## src/rtl/core/ash_pkg.sv

```systemverilog
`timescale 1ns / 1ps

package ash_pkg;

  typedef enum logic [1:0] {
    ST_UNDEF = 2'd0,
    ST_CLEAR = 2'd1,
    ST_WARN  = 2'd2,
    ST_CRIT  = 2'd3
  } status_t;

  localparam logic [1:0] LVL_CLEAR  = 2'd1;
  localparam logic [1:0] LVL_RAISED = 2'd2;

  localparam int CFG_IDX_W = 3;
  localparam int CFG_DATA_W = 16;

  localparam logic [CFG_IDX_W-1:0] REG_DELAY_UP   = 3'd0;
  localparam logic [CFG_IDX_W-1:0] REG_DELAY_DOWN = 3'd1;
  localparam logic [CFG_IDX_W-1:0] REG_DELAY_MAX  = 3'd2;
  localparam logic [CFG_IDX_W-1:0] REG_DELAY_MULT = 3'd3;
  localparam logic [CFG_IDX_W-1:0] REG_UPDATE_PER = 3'd4;

  typedef struct packed {
    logic [15:0] delay_up_secs;
    logic [15:0] delay_down_secs;
    logic [15:0] delay_max_secs;
    logic [15:0] delay_multiplier_q8;
    logic [15:0] update_period_secs;
  } cfg_t;

  typedef struct packed {
    logic        changed;
    status_t     to_status;
    status_t     from_status;
    logic [31:0] event_number;
    logic [15:0] delay_applied;
    logic [31:0] notify_after;
    logic [31:0] held_secs;
    logic [31:0] next_due;
  } res_t;

endpackage

```

## src/rtl/core/ash_cfg.sv

```systemverilog
`timescale 1ns / 1ps

module ash_cfg (
  input  logic                           clk,
  input  logic                           rst_n,
  input  logic                           cfg_we,
  input  logic [ash_pkg::CFG_IDX_W-1:0]  cfg_index,
  input  logic [ash_pkg::CFG_DATA_W-1:0] cfg_data,
  output ash_pkg::cfg_t                  cfg
);
  import ash_pkg::*;

  cfg_t cfg_r;
  cfg_t cfg_nxt;

  always_comb begin
    cfg_nxt = cfg_r;
    if (cfg_we) begin
      unique case (cfg_index)
        REG_DELAY_UP:   cfg_nxt.delay_up_secs       = cfg_data;
        REG_DELAY_DOWN: cfg_nxt.delay_down_secs     = cfg_data;
        REG_DELAY_MAX:  cfg_nxt.delay_max_secs      = cfg_data;
        REG_DELAY_MULT: cfg_nxt.delay_multiplier_q8 = cfg_data;
        REG_UPDATE_PER: cfg_nxt.update_period_secs  = cfg_data;
        default: ;
      endcase
    end
  end

  always_ff @(posedge clk) begin
    if (!rst_n) begin
      cfg_r.delay_up_secs       <= 16'd0;
      cfg_r.delay_down_secs     <= 16'd0;
      cfg_r.delay_max_secs      <= 16'hFFFF;
      cfg_r.delay_multiplier_q8 <= 16'd256;
      cfg_r.update_period_secs  <= 16'd10;
    end else begin
      cfg_r <= cfg_nxt;
    end
  end

  assign cfg = cfg_r;

endmodule

```

## src/rtl/core/ash_eval.sv

```systemverilog
`timescale 1ns / 1ps

module ash_eval (
  input  logic          clk,
  input  logic          rst_n,
  input  ash_pkg::cfg_t cfg,
  input  logic          fire,
  input  logic [31:0]   now_secs,
  input  logic [1:0]    warning_level,
  input  logic [1:0]    critical_level,
  output ash_pkg::res_t res
);
  import ash_pkg::*;

  status_t     status_r, status_nxt;
  logic [15:0] up_delay_r, up_delay_nxt;
  logic [15:0] down_delay_r, down_delay_nxt;
  logic [31:0] window_end_r, window_end_nxt;
  logic [31:0] last_change_r, last_change_nxt;
  logic [31:0] event_cnt_r, event_cnt_nxt;

  status_t     st;
  logic        chg;
  logic [15:0] delay;
  logic [31:0] notify;

  // (d * mult) >> 8, saturated to 16 bits, then clamped to the ceiling
  function automatic logic [15:0] grow_delay(input logic [15:0] d,
                                             input logic [15:0] mult,
                                             input logic [15:0] dmax);
    logic [31:0] prod;
    logic [23:0] shifted;
    logic [15:0] sat;
    prod    = d * mult;
    shifted = prod[31:8];
    sat     = (shifted[23:16] != 8'd0) ? 16'hFFFF : shifted[15:0];
    return (sat > dmax) ? dmax : sat;
  endfunction

  always_comb begin
    st = ST_UNDEF;
    case (warning_level)
      LVL_CLEAR:  st = ST_CLEAR;
      LVL_RAISED: st = ST_WARN;
      default:    st = ST_UNDEF;
    endcase
    case (critical_level)
      LVL_CLEAR:  if (st == ST_UNDEF) st = ST_CLEAR;
      LVL_RAISED: st = ST_CRIT;
      default: ;
    endcase
  end

  assign chg = (st != status_r);

  always_comb begin
    up_delay_nxt    = up_delay_r;
    down_delay_nxt  = down_delay_r;
    window_end_nxt  = window_end_r;
    last_change_nxt = last_change_r;
    event_cnt_nxt   = event_cnt_r;
    status_nxt      = status_r;
    delay           = 16'd0;
    notify          = 32'd0;
    if (chg) begin
      if (now_secs > window_end_r) begin
        up_delay_nxt   = cfg.delay_up_secs;
        down_delay_nxt = cfg.delay_down_secs;
      end else begin
        up_delay_nxt   = grow_delay(up_delay_r, cfg.delay_multiplier_q8, cfg.delay_max_secs);
        down_delay_nxt = grow_delay(down_delay_r, cfg.delay_multiplier_q8,
                                    cfg.delay_max_secs);
      end
      delay           = (st > status_r) ? up_delay_nxt : down_delay_nxt;
      notify          = now_secs + {16'd0, delay};
      window_end_nxt  = notify;
      last_change_nxt = now_secs;
      event_cnt_nxt   = event_cnt_r + 32'd1;
      status_nxt      = st;
    end
  end

  always_comb begin
    res.changed       = chg;
    res.to_status     = chg ? st : status_r;
    res.from_status   = status_r;
    res.event_number  = chg ? event_cnt_r : 32'd0;
    res.delay_applied = delay;
    res.notify_after  = notify;
    res.held_secs     = now_secs - last_change_r;
    res.next_due      = now_secs + {16'd0, cfg.update_period_secs};
  end

  always_ff @(posedge clk) begin
    if (!rst_n) begin
      status_r      <= ST_UNDEF;
      up_delay_r    <= 16'd0;
      down_delay_r  <= 16'd0;
      window_end_r  <= 32'd0;
      last_change_r <= 32'd0;
      event_cnt_r   <= 32'd0;
    end else if (fire) begin
      status_r      <= status_nxt;
      up_delay_r    <= up_delay_nxt;
      down_delay_r  <= down_delay_nxt;
      window_end_r  <= window_end_nxt;
      last_change_r <= last_change_nxt;
      event_cnt_r   <= event_cnt_nxt;
    end
  end

endmodule

```

## src/rtl/core/alarm_status_hysteresis_top.sv

```systemverilog
`timescale 1ns / 1ps
// channel   direction  handshake             payload
// in_       input      in_valid / in_ready   now_secs, warning_level, critical_level
// out_      output     out_valid / out_ready changed, statuses, event, delay, times
// cfg_      input      cfg_we                cfg_index, cfg_data
//
// one item per cycle sustained while out_ready keeps the result register moving; an accepted item reaches out_valid via
// the input register, then evaluation into the result register
// alarm state advances when an item moves from the input register to the result register
// rst_n is synchronous; it clears valids, alarm state and loads register defaults
// a stalled result holds in the result register while one more item waits in the input register

module alarm_status_hysteresis_top (
  input  logic                           clk,
  input  logic                           rst_n,
  input  logic                           in_valid,
  output logic                           in_ready,
  input  logic [31:0]                    in_now_secs,
  input  logic [1:0]                     in_warning_level,
  input  logic [1:0]                     in_critical_level,
  output logic                           out_valid,
  input  logic                           out_ready,
  output logic                           out_changed,
  output logic [1:0]                     out_to_status,
  output logic [1:0]                     out_from_status,
  output logic [31:0]                    out_event_number,
  output logic [15:0]                    out_delay_applied,
  output logic [31:0]                    out_notify_after,
  output logic [31:0]                    out_held_secs,
  output logic [31:0]                    out_next_due,
  input  logic                           cfg_we,
  input  logic [ash_pkg::CFG_IDX_W-1:0]  cfg_index,
  input  logic [ash_pkg::CFG_DATA_W-1:0] cfg_data
);
  import ash_pkg::*;

  cfg_t cfg;
  res_t res;
  res_t res_r;

  logic        in_valid_r;
  logic [31:0] now_r;
  logic [1:0]  warn_r;
  logic [1:0]  crit_r;
  logic        out_valid_r;
  logic        advance;
  logic        fire;

  assign advance  = !out_valid_r || out_ready;
  assign fire     = in_valid_r && advance;
  assign in_ready = !in_valid_r || advance;

  ash_cfg u_cfg (
    .clk       (clk),
    .rst_n     (rst_n),
    .cfg_we    (cfg_we),
    .cfg_index (cfg_index),
    .cfg_data  (cfg_data),
    .cfg       (cfg)
  );

  ash_eval u_eval (
    .clk            (clk),
    .rst_n          (rst_n),
    .cfg            (cfg),
    .fire           (fire),
    .now_secs       (now_r),
    .warning_level  (warn_r),
    .critical_level (crit_r),
    .res            (res)
  );

  always_ff @(posedge clk) begin
    if (!rst_n) begin
      in_valid_r  <= 1'b0;
      out_valid_r <= 1'b0;
    end else begin
      if (in_ready) in_valid_r <= in_valid;
      if (advance) out_valid_r <= in_valid_r;
    end
  end

  always_ff @(posedge clk) begin
    if (in_valid && in_ready) begin
      now_r  <= in_now_secs;
      warn_r <= in_warning_level;
      crit_r <= in_critical_level;
    end
    if (fire) res_r <= res;
  end

  assign out_valid         = out_valid_r;
  assign out_changed       = res_r.changed;
  assign out_to_status     = res_r.to_status;
  assign out_from_status   = res_r.from_status;
  assign out_event_number  = res_r.event_number;
  assign out_delay_applied = res_r.delay_applied;
  assign out_notify_after  = res_r.notify_after;
  assign out_held_secs     = res_r.held_secs;
  assign out_next_due      = res_r.next_due;

endmodule
```

## config.mk

```make
export PLATFORM = sky130hd
export DESIGN_NAME = alarm_status_hysteresis_top
export DESIGN_NICKNAME = d
export VERILOG_FILES = /design/src/rtl/core/ash_pkg.sv /design/src/rtl/core/ash_cfg.sv /design/src/rtl/core/ash_eval.sv /design/src/rtl/core/alarm_status_hysteresis_top.sv
export SDC_FILE = /design/constraint.sdc
export NUM_CORES = 2
export LEC_CHECK = 0
export BUFFER_PORTS_ARGS = -buffer_cell sky130_fd_sc_hd__buf_2
export CAP_MARGIN = 20
export CORE_MARGIN = 2
export CORE_UTILIZATION = 68
export CTS_BUF_LIST = sky130_fd_sc_hd__clkbuf_16
export DETAILED_ROUTE_END_ITERATION = 7
export GPL_TIMING_DRIVEN = 0
export PLACE_DENSITY = 0.92
export SETUP_SLACK_MARGIN = 0.3
export SLEW_MARGIN = 20
export SYNTH_ARGS = -nofsm -noshare
export SYNTH_HDL_FRONTEND = slang
export SYNTH_SLANG_ARGS = --single-unit
```

## constraint.sdc

```tcl
create_clock -name clk -period 18.8 [get_ports clk]
set_input_delay 0.94 -clock clk [delete_from_list [all_inputs] [get_ports clk]]
set_output_delay 0.94 -clock clk [all_outputs]
set_load 0.02 [all_outputs]
```

==> flow_metrics.env <==
export IMPL_status="finished, violations left"
export IMPL_failed_checks="design-rule violations"
export IMPL_syn_to_final_growth_pct=8.67
export IMPL_cts_resized=0
export IMPL_critPathArrivalTime_ps=14790
export IMPL_startpoint_type="flip-flop"
export IMPL_die_h_um=237
export IMPL_synth_top_family_by_area="adder cells"
export IMPL_final_common_cell="inv_1"
export IMPL_fin_ws_ps=4320
export IMPL_final_layout_size_suffix_gt1_frac=0.0767
export IMPL_grt_pass1_wl_um=178000
export IMPL_worst_pin_slew_ps=1230
export IMPL_start_util=0.687
export IMPL_syn_cell_area_mm2=0.0369
export IMPL_synth_edf_count=185
export IMPL_seq_area_frac_synth=0.266
export IMPL_gr_total_overflow=0
export IMPL_wl_per_cell_um=22.8
export IMPL_synth_cell_types=83
export IMPL_ant_nets=0
export IMPL_most_common_layout_cells="577 x inv_1, 572 x nand2_1, 389 x fa_1, 335 x and2_1, 334 x ha_1"
export IMPL_holdCritPathClass="reg2reg"
export IMPL_peakVddDrop_v=0.000115
export IMPL_grt_pass1_vias=32600
export IMPL_die_width_um=237
export IMPL_dr_pass1_iters=8
export IMPL_fillers=3559
export IMPL_num_rows=85
export IMPL_async_reset_ff_frac=0
export IMPL_grt_start_max_net_pins=60
export IMPL_p_per_area_mw_per_mm2=62.9
export IMPL_slew_headroom=0.182
export IMPL_ios=211
export IMPL_cts_setup_buffers=0
export IMPL_cts_tree="done"
export IMPL_fin_crit_sh=0.770
export IMPL_drt_iter0_drc=3538
export IMPL_synth_cells=4076
export IMPL_drv_cap=0
export IMPL_critPathMaxFanout=10
export IMPL_synth_compound_area_frac=0.119
export IMPL_wl_um=115000
export IMPL_cts_buffers=37
export IMPL_ys_ff_latch=397
export IMPL_finalMaxSlewViolations=0
export IMPL_clk_pin_slew_worst_paths_ps=70
export IMPL_place_gp_congestion=1.09
export IMPL_die_area_mm2=0.0562
export IMPL_coreArea_mm2=0.0537
export IMPL_synth_area_leader_cell="fa_1"
export IMPL_cp_slowest_cell="clkbuf_1"
export IMPL_fmaxAchievable_ghz=0.0690
export IMPL_rsz0062_at_grt="no"
export IMPL_synthXorXnorAreaFrac=0.0358
export IMPL_pre_cts_slack_ps=4890
export IMPL_detailed_place_hpwl_um=89400
export IMPL_via_per_inst=6.32
export IMPL_finalHoldViolations=0
export IMPL_vias=32000
export IMPL_synthAdderAreaFrac=0.324
export IMPL_cts_num_sinks=397
export IMPL_htreeDepth=2
export IMPL_nets=5110
export IMPL_finalPower_uw=2520
export IMPL_tns_ps=0
export IMPL_hold_buffers=0
export IMPL_yosys_area_share_simple=0.175
export IMPL_synthMuxAreaShare=0.00108
export IMPL_synthTopCellsByArea="fa_1 21%, edfxtp_1 15%, dfxtp_1 11%"
export IMPL_drc_errors=20
export IMPL_dominantRegCellSynth="dfxtp_1"
export IMPL_clk_latency_ps=560
export IMPL_criticalPathCategory="reg2reg"
export IMPL_endpoint_kind="flip-flop"
export IMPL_synth_nets=4859
export IMPL_worst_clock_skew_ps=34.9
export IMPL_antenna_found_initial=5
export IMPL_max_stage_delay_ps=770
export IMPL_leakage_uw=0.0184
export IMPL_final_util=0.747
export IMPL_cts_root_buf="clkbuf_16"
export IMPL_grt_use_total=0.414
export IMPL_portBuffers=209
export IMPL_ctsLongestPathBuffers=3
export IMPL_setup_violations=0
export IMPL_cp_required_ps=19100
export IMPL_synth_warnings=0
export IMPL_syn_avg_cell_area_um2=9.05
export IMPL_finalCriticalPeriod_ps=14480
export IMPL_synth_top_cell_area_share=0.211
[power breakdown]
group          internal [uW]  switching, uW  leakage, uW
registers                977           57.6      0.00346
clock network            408            340     0.000631
logic                    245            494       0.0143
[cells by family (layout without fill, tap and decap cells)]
kind of cell	count (synthesis)	after routing
flops	397	397
compound gates	687	687
xor+xnor	151	151
mux	4	4
other cells	0	7
fa+ha+maj	723	723
simple gates	1350	1350
buf+inv	764	1044
[through the flow]
stage	cell area [um^2]	hold slack (ps)	instances
floorplan	36900	433	4076
global route	40100	479	5054
CTS	40100	458	5052
global placement	38800	442	4981
detailed placement	38900	448	4984
finish	40100	458	5059
[sequential cells by signal, indices dropped and copies added (netlist names)]
signal                flops
crit_r                    2
in_valid_r                1
now_r                    32
out_changed               1
out_delay_applied        16
out_event_number         32
out_from_status           2
out_held_secs            32
out_next_due             32
out_notify_after         32
out_to_status             2
out_valid                 1
u_cfg.cfg                80
u_eval.down_delay_r      16
u_eval.event_cnt_r       32
u_eval.last_change_r     32
u_eval.status_r           2
u_eval.up_delay_r        16
u_eval.window_end_r      32
warn_r                    2
[cell usage after synthesis, types with 4 or more instances]
cell       count
nand2_1      572
inv_1        566
fa_1         389
and2_1       337
ha_1         334
a21oi_1      277
dfxtp_1      212
edfxtp_1     185
nor2_1       185
clkbuf_1     179
o21ai_0      100
xnor2_1       94
nand3_1       68
xor2_1        57
a21o_1        55
nand4_1       39
nor3_1        37
a211oi_1      35
and3_1        29
o211ai_1      28
o21a_1        25
o21bai_1      19
a31o_2        18
nor2b_1       18
nand2b_1      15
or3_1         15
o22ai_1       14
buf_2         13
nor3b_1       11
a22oi_1       10
a31oi_1       10
o21ai_1        8
a21boi_0       7
o31ai_1        7
a31o_1         6
and4_1         6
a211o_1        4
a221oi_1       4
a2bb2oi_1      4
mux2i_1        4
o41ai_1        4
or2_2          4
[cell type report]
class / instances / area (um^2) / share of cell area
sequential: 397 / 9800 / 0.244
buffer: 197 / 774 / 0.0193
clock buffer: 41 / 1030 / 0.0256
clock inverter: 27 / 154 / 0.00384
multi-input combinational: 2915 / 24200 / 0.604
antenna: 7 / 17.5 / 0.000437
tap: 696 / 871 / 0.0217
inverter: 567 / 2130 / 0.0531
timing repair buffer: 212 / 1130 / 0.0281
[per-layer routing]
layer  vias up  track usage  share of wire
met1     15200        0.497           0.34
met2      2293        0.654           0.45
li1      13800            -              -
met3       690        0.106           0.12
met4        12        0.292          0.086
met5         -            0         0.0011
[worst max-delay path: cells and delay by family (launching register included)]
family                     cells  cell delay, ps
AOI/OAI and AO/OA             23            6510
adders and majority gates      9            4010
buffers and inverters          8            1940
and+or+nand+nor                6             820
DFF                            1             520
xor gates and xnor gates       2             430
[worst paths after layout]
check | start | to | slack (ps) | depth (start not counted)
max | u_cfg.cfg[26]$_SDFFE_PN0P_ | out_notify_after[11]$_SDFFCE_PP0P_ | 4320 | 48
min | u_eval.last_change_r[17]$_SDFFE_PN0P_ | u_eval.last_change_r[17]$_SDFFE_PN0P_ | 460 | 2
max reg2reg | u_cfg.cfg[26]$_SDFFE_PN0P_ | out_notify_after[11]$_SDFFCE_PP0P_ | 4320 | 48
min reg2reg | u_eval.last_change_r[17]$_SDFFE_PN0P_ | u_eval.last_change_r[17]$_SDFFE_PN0P_ | 460 | 2
No activity file was read; power rests on OpenSTA's default activity.
